===== config.mk =====
export PLATFORM = sky130hd
export DESIGN_NAME = bba_ctrl
export DESIGN_NICKNAME = d
export VERILOG_FILES = /design/src/design/bba_pkg.sv /design/src/design/bba_ctrl.sv
export SDC_FILE = /design/constraint.sdc
export NUM_CORES = 1
export LEC_CHECK = 0
export ABC_AREA = 1
export BUFFER_PORTS_ARGS = -buffer_cell sky130_fd_sc_hd__buf_2
export CELL_PAD_IN_SITES_DETAIL_PLACEMENT = 1
export CELL_PAD_IN_SITES_GLOBAL_PLACEMENT = 2
export CORE_ASPECT_RATIO = 0.8
export CORE_UTILIZATION = 23
export DETAILED_ROUTE_END_ITERATION = 16
export PLACE_DENSITY = 0.75
export SLEW_MARGIN = 20
export SYNTH_ARGS = -nofsm -noshare
export SYNTH_HDL_FRONTEND = slang
export SYNTH_SLANG_ARGS = --single-unit

===== constraint.sdc =====
create_clock -name clk -period 1.5 [get_ports clk]
set_input_delay 0.3 -clock clk [delete_from_list [all_inputs] [get_ports clk]]
set_output_delay 0.3 -clock clk [all_outputs]
set_load 0.02 [all_outputs]

===== src/design/bba_pkg.sv =====
package bba_pkg;

  // Field widths of the request and result beats.
  localparam int ACT_W       = 2;
  localparam int BLOCK_W     = 15;
  localparam int CFG_W       = 4;
  localparam int BYTE_ADDR_W = BLOCK_W - 3;

  // Map geometry defaults and fixed limits.
  localparam int MAP_BYTES_DEF    = 4096;
  localparam int SECTOR_BYTES_DEF = 512;
  localparam int MAX_MAP_BYTES    = (1 << BLOCK_W) / 8;
  localparam int CFG_RESET        = 6;

  // One memory row holds sixteen map bytes.
  localparam int ROW_BYTES = 16;
  localparam int ROW_BITS  = ROW_BYTES * 8;
  localparam int ROW_SHIFT = 4;
  localparam int BIT_W     = 7;

  localparam logic [7:0] FULL_BYTE = 8'hFF;

  typedef enum logic [ACT_W-1:0] {
    ACT_TEST    = 2'd0,
    ACT_FIND    = 2'd1,
    ACT_ASSIGN  = 2'd2,
    ACT_RELEASE = 2'd3
  } act_t;

  // Commands from the controller to the datapath.
  typedef struct packed {
    logic clr;
    logic start;
    logic scan;
    logic pick;
    logic resp;
  } cmd_t;

  // Status from the datapath to the controller.
  typedef struct packed {
    logic clr_done;
    logic is_find;
    logic map_empty;
    logic hit;
    logic last_row;
  } sts_t;

endpackage


===== src/design/bba_ctrl.sv =====
module bba_ctrl (
  input  logic          clk,
  input  logic          rst_n,
  input  logic          in_valid,
  output logic          in_ready,
  output logic          out_valid,
  input  logic          out_ready,
  output bba_pkg::cmd_t cmd,
  input  bba_pkg::sts_t sts
);
  import bba_pkg::*;

  typedef enum logic [5:0] {
    ST_CLEAR = 6'b000001,
    ST_IDLE  = 6'b000010,
    ST_LOOK  = 6'b000100,
    ST_SCAN  = 6'b001000,
    ST_PICK  = 6'b010000,
    ST_RESP  = 6'b100000
  } state_t;

  state_t state_r, state_nxt;
  logic   out_valid_r, out_valid_nxt;
  logic   slot_free;

  // The result register can take a new beat when empty or being drained.
  assign slot_free = !out_valid_r || out_ready;
  assign in_ready  = (state_r == ST_IDLE);
  assign out_valid = out_valid_r;

  // Next state and commands.
  always_comb begin
    state_nxt = state_r;
    cmd       = '0;
    case (state_r)
      ST_CLEAR: begin
        cmd.clr = 1'b1;
        if (sts.clr_done) begin
          state_nxt = ST_IDLE;
        end
      end
      ST_IDLE: begin
        if (in_valid) begin
          cmd.start = 1'b1;
          state_nxt = ST_LOOK;
        end
      end
      ST_LOOK: begin
        if (sts.is_find && !sts.map_empty) begin
          state_nxt = ST_SCAN;
        end else begin
          state_nxt = ST_RESP;
        end
      end
      ST_SCAN: begin
        cmd.scan = 1'b1;
        if (sts.hit) begin
          state_nxt = ST_PICK;
        end else if (sts.last_row) begin
          state_nxt = ST_RESP;
        end
      end
      ST_PICK: begin
        cmd.pick  = 1'b1;
        state_nxt = ST_RESP;
      end
      ST_RESP: begin
        if (slot_free) begin
          cmd.resp  = 1'b1;
          state_nxt = ST_IDLE;
        end
      end
      default: begin
        state_nxt = ST_CLEAR;
      end
    endcase
  end

  // Result valid flag: set on load, cleared when the beat is taken.
  always_comb begin
    out_valid_nxt = out_valid_r;
    if (cmd.resp) begin
      out_valid_nxt = 1'b1;
    end else if (out_ready) begin
      out_valid_nxt = 1'b0;
    end
  end

  always_ff @(posedge clk) begin
    if (!rst_n) begin
      state_r     <= ST_CLEAR;
      out_valid_r <= 1'b0;
    end else begin
      state_r     <= state_nxt;
      out_valid_r <= out_valid_nxt;
    end
  end

endmodule


After elaboration in Yosys (flattened, before gate mapping)
Index checks and enable logic that the tools add are counted.
{"block": "op_classes", "addsub": 0, "n_mul": 0, "n_div": 0, "n_lt_le_gt_ge": 0, "eq_ne": 10, "shifts": 0, "n_mux": 16, "bitwise": 0, "n_reduce_logical": 6}
{"cell": "$mux W6", "count": 6}
{"cell": "$pmux W6 S6", "count": 1}
{"cell": "$mux W1", "count": 9}
{"cell": "$eq A6 B1 Y1 const B", "count": 1}
{"cell": "$eq A6 B2 Y1 const B", "count": 1}
{"cell": "$eq A6 B3 Y1 const B", "count": 1}
{"cell": "$eq A6 B4 Y1 const B", "count": 1}
{"cell": "$eq A6 B5 Y1 const B", "count": 1}
{"cell": "$eq A6 B6 Y1 const B", "count": 1}
{"cell": "$ne A2 B2 Y1 const B", "count": 3}
{"cell": "$reduce_and A4 Y1", "count": 1}
{"cell": "$ne A3 B3 Y1 const B", "count": 1}
{"cell": "$logic_not A1 Y1", "count": 2}
{"cell": "$reduce_bool A2 Y1", "count": 1}
{"cell": "$logic_and A1 B1 Y1", "count": 1}
{"cell": "$logic_or A1 B1 Y1", "count": 1}
{"block": "totals", "reg_bits": 7, "latch_bits": 0, "mem_bits_rw": 0, "rom_bits": 0, "inputBits": 9, "output_inout_bits": 7, "word_cells": 34, "n_memories": 0}

Logic depth before layout (Yosys ltp)
Gate-level depths: netlist of the first run.
{"block": "logic_depth", "word_depth": 5, "depth_mapped": 8, "mapped_depth_nobuf": 8}

Worst setup path after synthesis of the first run
No wires, ideal clock.
{"block": "synth_timing", "path_type": "register to output", "from": "reg state_r[1]", "to": "out cmd[3] (netlist bit)", "t_arrival_ns": 0.970, "required_ns": 1.200, "slack_ns": 0.230, "stages_incl_launch_ff": 5, "path_buffers": 0, "cell_sequence": "dfxtp_1 > inv_1 > nor2_1 > nand3_1 > nor2_1"}
{"element": "from (decl)", "line": "bba_ctrl.sv:22", "source": "state_t state_r, state_nxt;"}
{"element": "from (signal assigned)", "line": "bba_ctrl.sv:94", "source": "state_r <= state_nxt;"}
{"element": "to (decl)", "line": "bba_ctrl.sv:8", "source": "output bba_pkg::cmd_t cmd,"}

==> results by group, run 1 <==
Clocking
  – TritonCTS clock tree: done
  – CTS clk-pin slew, worst paths: 0.05 ns
  – Sink Count: 7
  – Num CTS Buffers: 3
  – Clk_lat worst skew: 0.25 ns
  – H-tree depth: 1
  – Clk root buf: clkbuf_4
  – CTS Buffer Depth: 2

Placed design
  – Placer Congestion: 0.7441
  – Post-DP HPWL: 978.6 um
  – Input/output buffers: 15
  – Place WS: 0.1651 ns
  – Dpl cells: 106

Detailed routing
  – DRC viols: 0
  – WL final: 1527 um
  – DRT iter0 DRCs: 3
  – Via/cell ratio: 4.500
  – Average routed wire per standard cell: 12.73 um
  – Router iterations before antenna repair: 2
  – Post-route ant nets: 0
  – Via count: 540

Power
  – Clock Power Share: 0.169
  – Worst VDD drop: 0.7487 mV
  – Total Power: 1.024 mW
  – P_leak: 0.3820 nW
  – Switching share of total power: 0.4602
  – Logic pwr share: 0.551
  – Sw power: 0.4712 mW
  – Flop pwr share: 0.280
  – P per Cell Area: 1350 nW/um2
  – Int Pwr: 0.5527 mW

Run status
  – Failing checks: setup timing
  – Status: complete, but fails checks

Global routing
  – Met1 Use GR: 0.1748
  – Global-route wire length before repair: 2145 um
  – Total track usage: 0.1390
  – Top Usage Layer GRT: met2
  – Largest net degree at the start of global routing: 8
  – Initial antenna violation count: 0
  – GR Util met3: 0.06593
  – Number of global-route vias before repair: 481
  – Grt ovf: 0
  – GRT met2 Usage: 0.2130

Timing
  – Worst hold slack: 0.2989 ns
  – Setup ws final: -0.04620 ns
  – RSZ-0062 raised after global routing: yes
  – Number of setup violations in the final report: 2
  – Fin crit period: 1.546 ns
  – Fmax: 646.7 MHz
  – Slew margin rel.: 0.7849
  – Slew @ Worst Pin: 0.3214 ns
  – Final Cycle Share: 1.031
  – Final hold viol count: 0
  – Final Skew: 0.0006565 ns
  – Pins Over Slew Limit: 0

Worst setup path
  – Critical Path End Type: output pin
  – Worst EP arrival: 1.25 ns
  – CP required: 1.20 ns
  – Crit-path max FO: 7
  – CP max stage cell: dfxtp_4
  – WS Path Type: flop to output pin
  – Cells along the critical path: nor2_4 > nand3_4 > nor2_1 > buf_4
  – Setup crit start kind: flop
  – Crit-path max cell delay: 0.35 ns

Final layout
  – Area grow syn2layout: 68.33%
  – N_diodes: 0
  – Commonest cells after routing, fill and taps aside: 13 x nor2_1, 13 x buf_4, 12 x inv_1, 10 x buf_2
  – Share of cells above drive strength 1: 0.5408
  – Area of the multi-input gates: 307.8 um2
  – Post-Layout Cell Count: 120
  – Post-layout util: 0.4398
  – Nets: 108
  – Fillcell total: 229
  – Register area: 151.4 um2

Logic synthesis
  – Syn nets: 77
  – Cell taking the most area after synthesis: dfxtp_1
  – Netlist cell types: 15
  – Yosys reg bits: 7
  – Top-area cell type share of the netlist area: 0.3111
  – Yosys warnings: 0
  – Mapped Area: 450.4 um2
  – Cell count after synthesis: 68
  – Post-Syn Area per Cell: 6.624 um2
  – Sequential area share after synthesis: 0.3111
  – Ranking of synthesized cells by area: dfxtp_1 31%, nor2_1 14%, inv_1 12%

Die
  – Rows: 13
  – Chip Height: 41.58 um
  – Ports: 16
  – Die ar.: 2140 um2
  – Core area: 1724 um2
  – Die W: 51.48 um
  – Initial Utilization: 0.2612

Min path
  – Hold Crit Class: input pin to flop

Job
  – Total of max-cap violations: 0
[critical path, delay by kind of cell, from the launching register on]
family / cells / cell delay (ns)
buf+inv: 1 / 0.14
simple gates: 3 / 0.49
flops: 1 / 0.35
[synthesized netlist by cell type]
cell type,count
nand3_1,6
dfxtp_1,7
inv_1,14
a21oi_1,1
nand4_2,3
nor2_2,2
o21ai_1,1
nand4_1,5
buf_4,1
nand2_1,6
nor2_1,17
a21oi_2,1
nor2_4,2
nand2b_1,1
nor3_1,1
[cells by family (layout without fill, tap and decap cells)]
kind of cell,after synthesis,count (layout),share of synthesized area
compound gates,3,3,0.04165
simple gates,43,43,0.5139
flops,7,7,0.3111
buf+inv,15,45,0.1333
[metrics by stage]
stage | TNS (ns) | area [um2]
floorplan | 0 | 450.4
global placement | 0 | 560.5
detailed placement | 0 | 560.5
CTS | -0.02680 | 616.8
global route | -0.5989 | 758.2
finish | -0.05930 | 758.2
[worst paths after layout]
path / from / to / slack [ns] / cells after the start
worst max-delay path: state_r[4] / cmd[3] / -0.05 / 4
worst min-delay path: rst_n / state_r[0] / 0.30 / 2
worst max register to register: state_r[4] / state_r[1] / 0.01 / 8
worst min register to register: state_r[1] / state_r[1] / 0.59 / 2
[per-layer routing]
metal  routed length (um)  vias to the layer above  part of all wire
li1                     -                      277                 -
met5                    0                        -                 0
met3                   59                        0             0.039
met2                  815                       12              0.53
met1                  651                      251              0.43
met4                    0                        0                 0
[repair_timing]
| item | in CTS | in global routing |
|---|---|---|
| setup endpoints to repair | 5 | 6 |
| pin swaps | 3 | 7 |
| hold buffers | 0 | 0 |
| resized for setup | 8 | 23 |
| buffers inserted | 1 | 9 |
| endpoints found under the hold margin | 0 | 0 |
[layout make-up]
type,count,area share
clock buffers,4,0.03465
inverters,14,0.06931
multi-input cells,46,0.4059
flip-flops and latches,7,0.1997
well taps,22,0.03630
repair buffers,27,0.2541
[power by group through the flow]
stage                     combinational, mW  sequential (mW)  clock [mW]
after global placement                0.401            0.262           0
after global routing                  0.628            0.292       0.197
after detailed placement              0.401            0.266           0
after floorplan                       0.295            0.262           0
final                                 0.564            0.287       0.173
after CTS                             0.428            0.281       0.179
[sequential cells by signal, indices dropped and copies added (netlist names)]
register / cells
state_r: 6
out_valid: 1
Power figures use the tool's default switching activity.
==> run 2: changes to the inputs <==
MAX_ROUTING_LAYER = met4   (was unset)
==> run 2 against run 1 <==
Against the previous run:
- the flow still finishes with violations (setup timing)
- first-iteration DRC count unchanged
- non-clock buffer count is the same
- clock-buffer cell count did not move
- core utilization did not move
- die area unchanged
- sequential share of layout area did not move
- critical path depth stayed put
- critical endpoint unchanged
==> results by group, run 2 (synthesis results as in run 1) <==
Die
  – Initial Utilization: 0.2612 (unchanged)
  – Ports: 16 (unchanged)
  – Rows: 13 (unchanged)
  – Die W: 51.48 um (unchanged)
  – Chip Height: 41.58 um (unchanged)
  – Core area: 1724 um2 (unchanged)
  – Die ar.: 2140 um2 (unchanged)

Placed design
  – Dpl cells: 106 (unchanged)
  – Post-DP Area: 560.5 um2 (unchanged)
  – Placer Congestion: 0.7535 (was 0.7441)
  – Input/output buffers: 15 (unchanged)
  – Post-DP HPWL: 978.6 um (unchanged)

Timing
  – Final hold viol count: 0 (unchanged)
  – Slew @ Worst Pin: 0.3214 ns (unchanged)
  – Setup ws final: -0.04514 ns (was -0.04620 ns)
  – Final Cycle Share: 1.030 (was 1.031)
  – Worst hold slack: 0.2997 ns (was 0.2989 ns)
  – Fin crit period: 1.545 ns (was 1.546 ns)
  – RSZ-0062 raised after global routing: yes (unchanged)
  – Number of setup violations in the final report: 2 (unchanged)
  – Fmax: 647.2 MHz (was 646.7 MHz)
  – Slew margin rel.: 0.7849 (unchanged)
  – Final Skew: 0.001092 ns (was 0.0006565 ns)
  – Pins Over Slew Limit: 0 (unchanged)

Power
  – P_leak: 0.3820 nW (unchanged)
  – Sw power: 0.4696 mW (was 0.4712 mW)
  – Int Pwr: 0.5526 mW (was 0.5527 mW)
  – Total Power: 1.022 mW (was 1.024 mW)
  – Logic pwr share: 0.551 (about the same)
  – Flop pwr share: 0.281 (was 0.280)
  – Worst VDD drop: 0.7485 mV (was 0.7487 mV)
  – Switching share of total power: 0.4594 (was 0.4602)
  – Clock Power Share: 0.169 (about the same)
  – P per Cell Area: 1348 nW/um2 (was 1350 nW/um2)

Clocking
  – CTS Buffer Depth: 2 (unchanged)
  – Clk_lat worst skew: 0.25 ns (about the same)
  – Hold buffers post-CTS: 0 (unchanged)
  – Num CTS Buffers: 3 (unchanged)
  – Clk root buf: clkbuf_4 (unchanged)
  – H-tree depth: 1 (unchanged)
  – CTS clk-pin slew, worst paths: 0.05 ns (about the same)
  – Sink Count: 7 (unchanged)
  – TritonCTS clock tree: done (unchanged)

Global routing
  – Number of global-route vias before repair: 481 (unchanged)
  – Global-route wire length before repair: 2145 um (unchanged)
  – Total track usage: 0.1429 (was 0.1390)
  – Grt ovf: 0 (unchanged)
  – Initial antenna violation count: 0 (unchanged)
  – Largest net degree at the start of global routing: 8 (unchanged)

Final layout
  – Share of cells above drive strength 1: 0.5408 (unchanged)
  – N_diodes: 0 (unchanged)
  – Post-layout util: 0.4398 (unchanged)
  – Nets: 108 (unchanged)
  – Commonest cells after routing, fill and taps aside: 13 x nor2_1, 13 x buf_4, 12 x inv_1, 10 x buf_2 (unchanged)
  – Fillcell total: 229 (unchanged)
  – Cell area after layout: 758.2 um2 (unchanged)
  – Post-Layout Cell Count: 120 (unchanged)
  – Register area: 151.4 um2 (unchanged)
  – Area grow syn2layout: 68.33% (unchanged)
  – Area of the multi-input gates: 307.8 um2 (unchanged)
  – Biggest register: state_r (unchanged)
  – Max reg flops: 6 (unchanged)

Worst setup path
  – Worst EP arrival: 1.25 ns (about the same)
  – Crit-path max FO: 7 (unchanged)
  – WS Path Type: flop to output pin (unchanged)
  – Critical Path End Type: output pin (unchanged)
  – CP required: 1.20 ns (about the same)
  – Reg2Reg Setup Slack: 0.01 ns (about the same)
  – Setup crit start kind: flop (unchanged)

Detailed routing
  – DRC viols: 0 (unchanged)
  – Average routed wire per standard cell: 12.74 um (was 12.73 um)
  – Post-route ant nets: 0 (unchanged)
  – Router iterations before antenna repair: 2 (unchanged)
  – WL final: 1529 um (was 1527 um)
  – Via count: 543 (was 540)
  – DRT iter0 DRCs: 3 (unchanged)
  – Via/cell ratio: 4.525 (was 4.500)

Run status
  – Failing checks: setup timing (unchanged)
  – Status: complete, but fails checks (unchanged)

Min path
  – Hold Crit Class: input pin to flop (unchanged)

Job
  – Total of max-cap violations: 0 (unchanged)
-- run 2: cell counts in the layout (fill, tap and decap cells not counted) --
Identical to the previous run, type by type.
-- run 2: cell type report --
class / count / share of cell area
flip-flops and latches: 7 / 0.1997
multi-input cells: 46 / 0.4059
inverters: 14 / 0.06931
clock buffers: 4 / 0.03465
repair buffers: 27 / 0.2541
well taps: 22 / 0.03630
-- run 2: per-layer routing --
metal / vias to the layer above / routed length [um] / share of wire / GRT usage
met5: - / 0 / 0 / -
li1: 277 / - / - / -
met4: 0 / 5 / 0.0033 / 0.03243
met2: 12 / 811 / 0.53 / 0.2130
met1: 252 / 657 / 0.43 / 0.1748
met3: 2 / 54 / 0.035 / 0.06593
-- run 2: critical path, cell delays in order, from the launching register on --
cell	delay, ns
dfxtp_4	0.35
nor2_4	0.25
nand3_4	0.13
nor2_1	0.11
buf_4	0.14
-- run 2: final timing paths --
check | startpoint | to | depth (start not counted)
worst max register to register | state_r[4] | state_r[1] | 8
worst min register to register | state_r[1] | state_r[1] | 2
worst min-delay path | rst_n | state_r[0] | 2
worst max-delay path | state_r[4] | cmd[3] | 4
-- run 2: timing repair --
item,4_1_cts,5_1_grt
buffers inserted,1,9
pin swaps,3,7
resized for setup,8,23
endpoints found under the setup margin,5,6
-- run 2: stage by stage --
step / setup TNS (ns) / setup WS (ns)
after floorplan: 0 / 0.2303
after global placement: 0 / 0.1705
after detailed placement: 0 / 0.1651
after CTS: -0.02680 / -0.02680
after global routing: -0.6086 / -0.1254
final: -0.05676 / -0.04514
-- run 2: power by group through the flow --
stage	registers (mW)	clock network [mW]	logic [mW]
6_report	0.287	0.172	0.563
5_1_grt	0.292	0.197	0.629
4_1_cts	0.281	0.179	0.428
3_5_place_dp	0.266	0	0.401
3_3_place_gp	0.262	0	0.401
2_1_floorplan	0.262	0	0.295
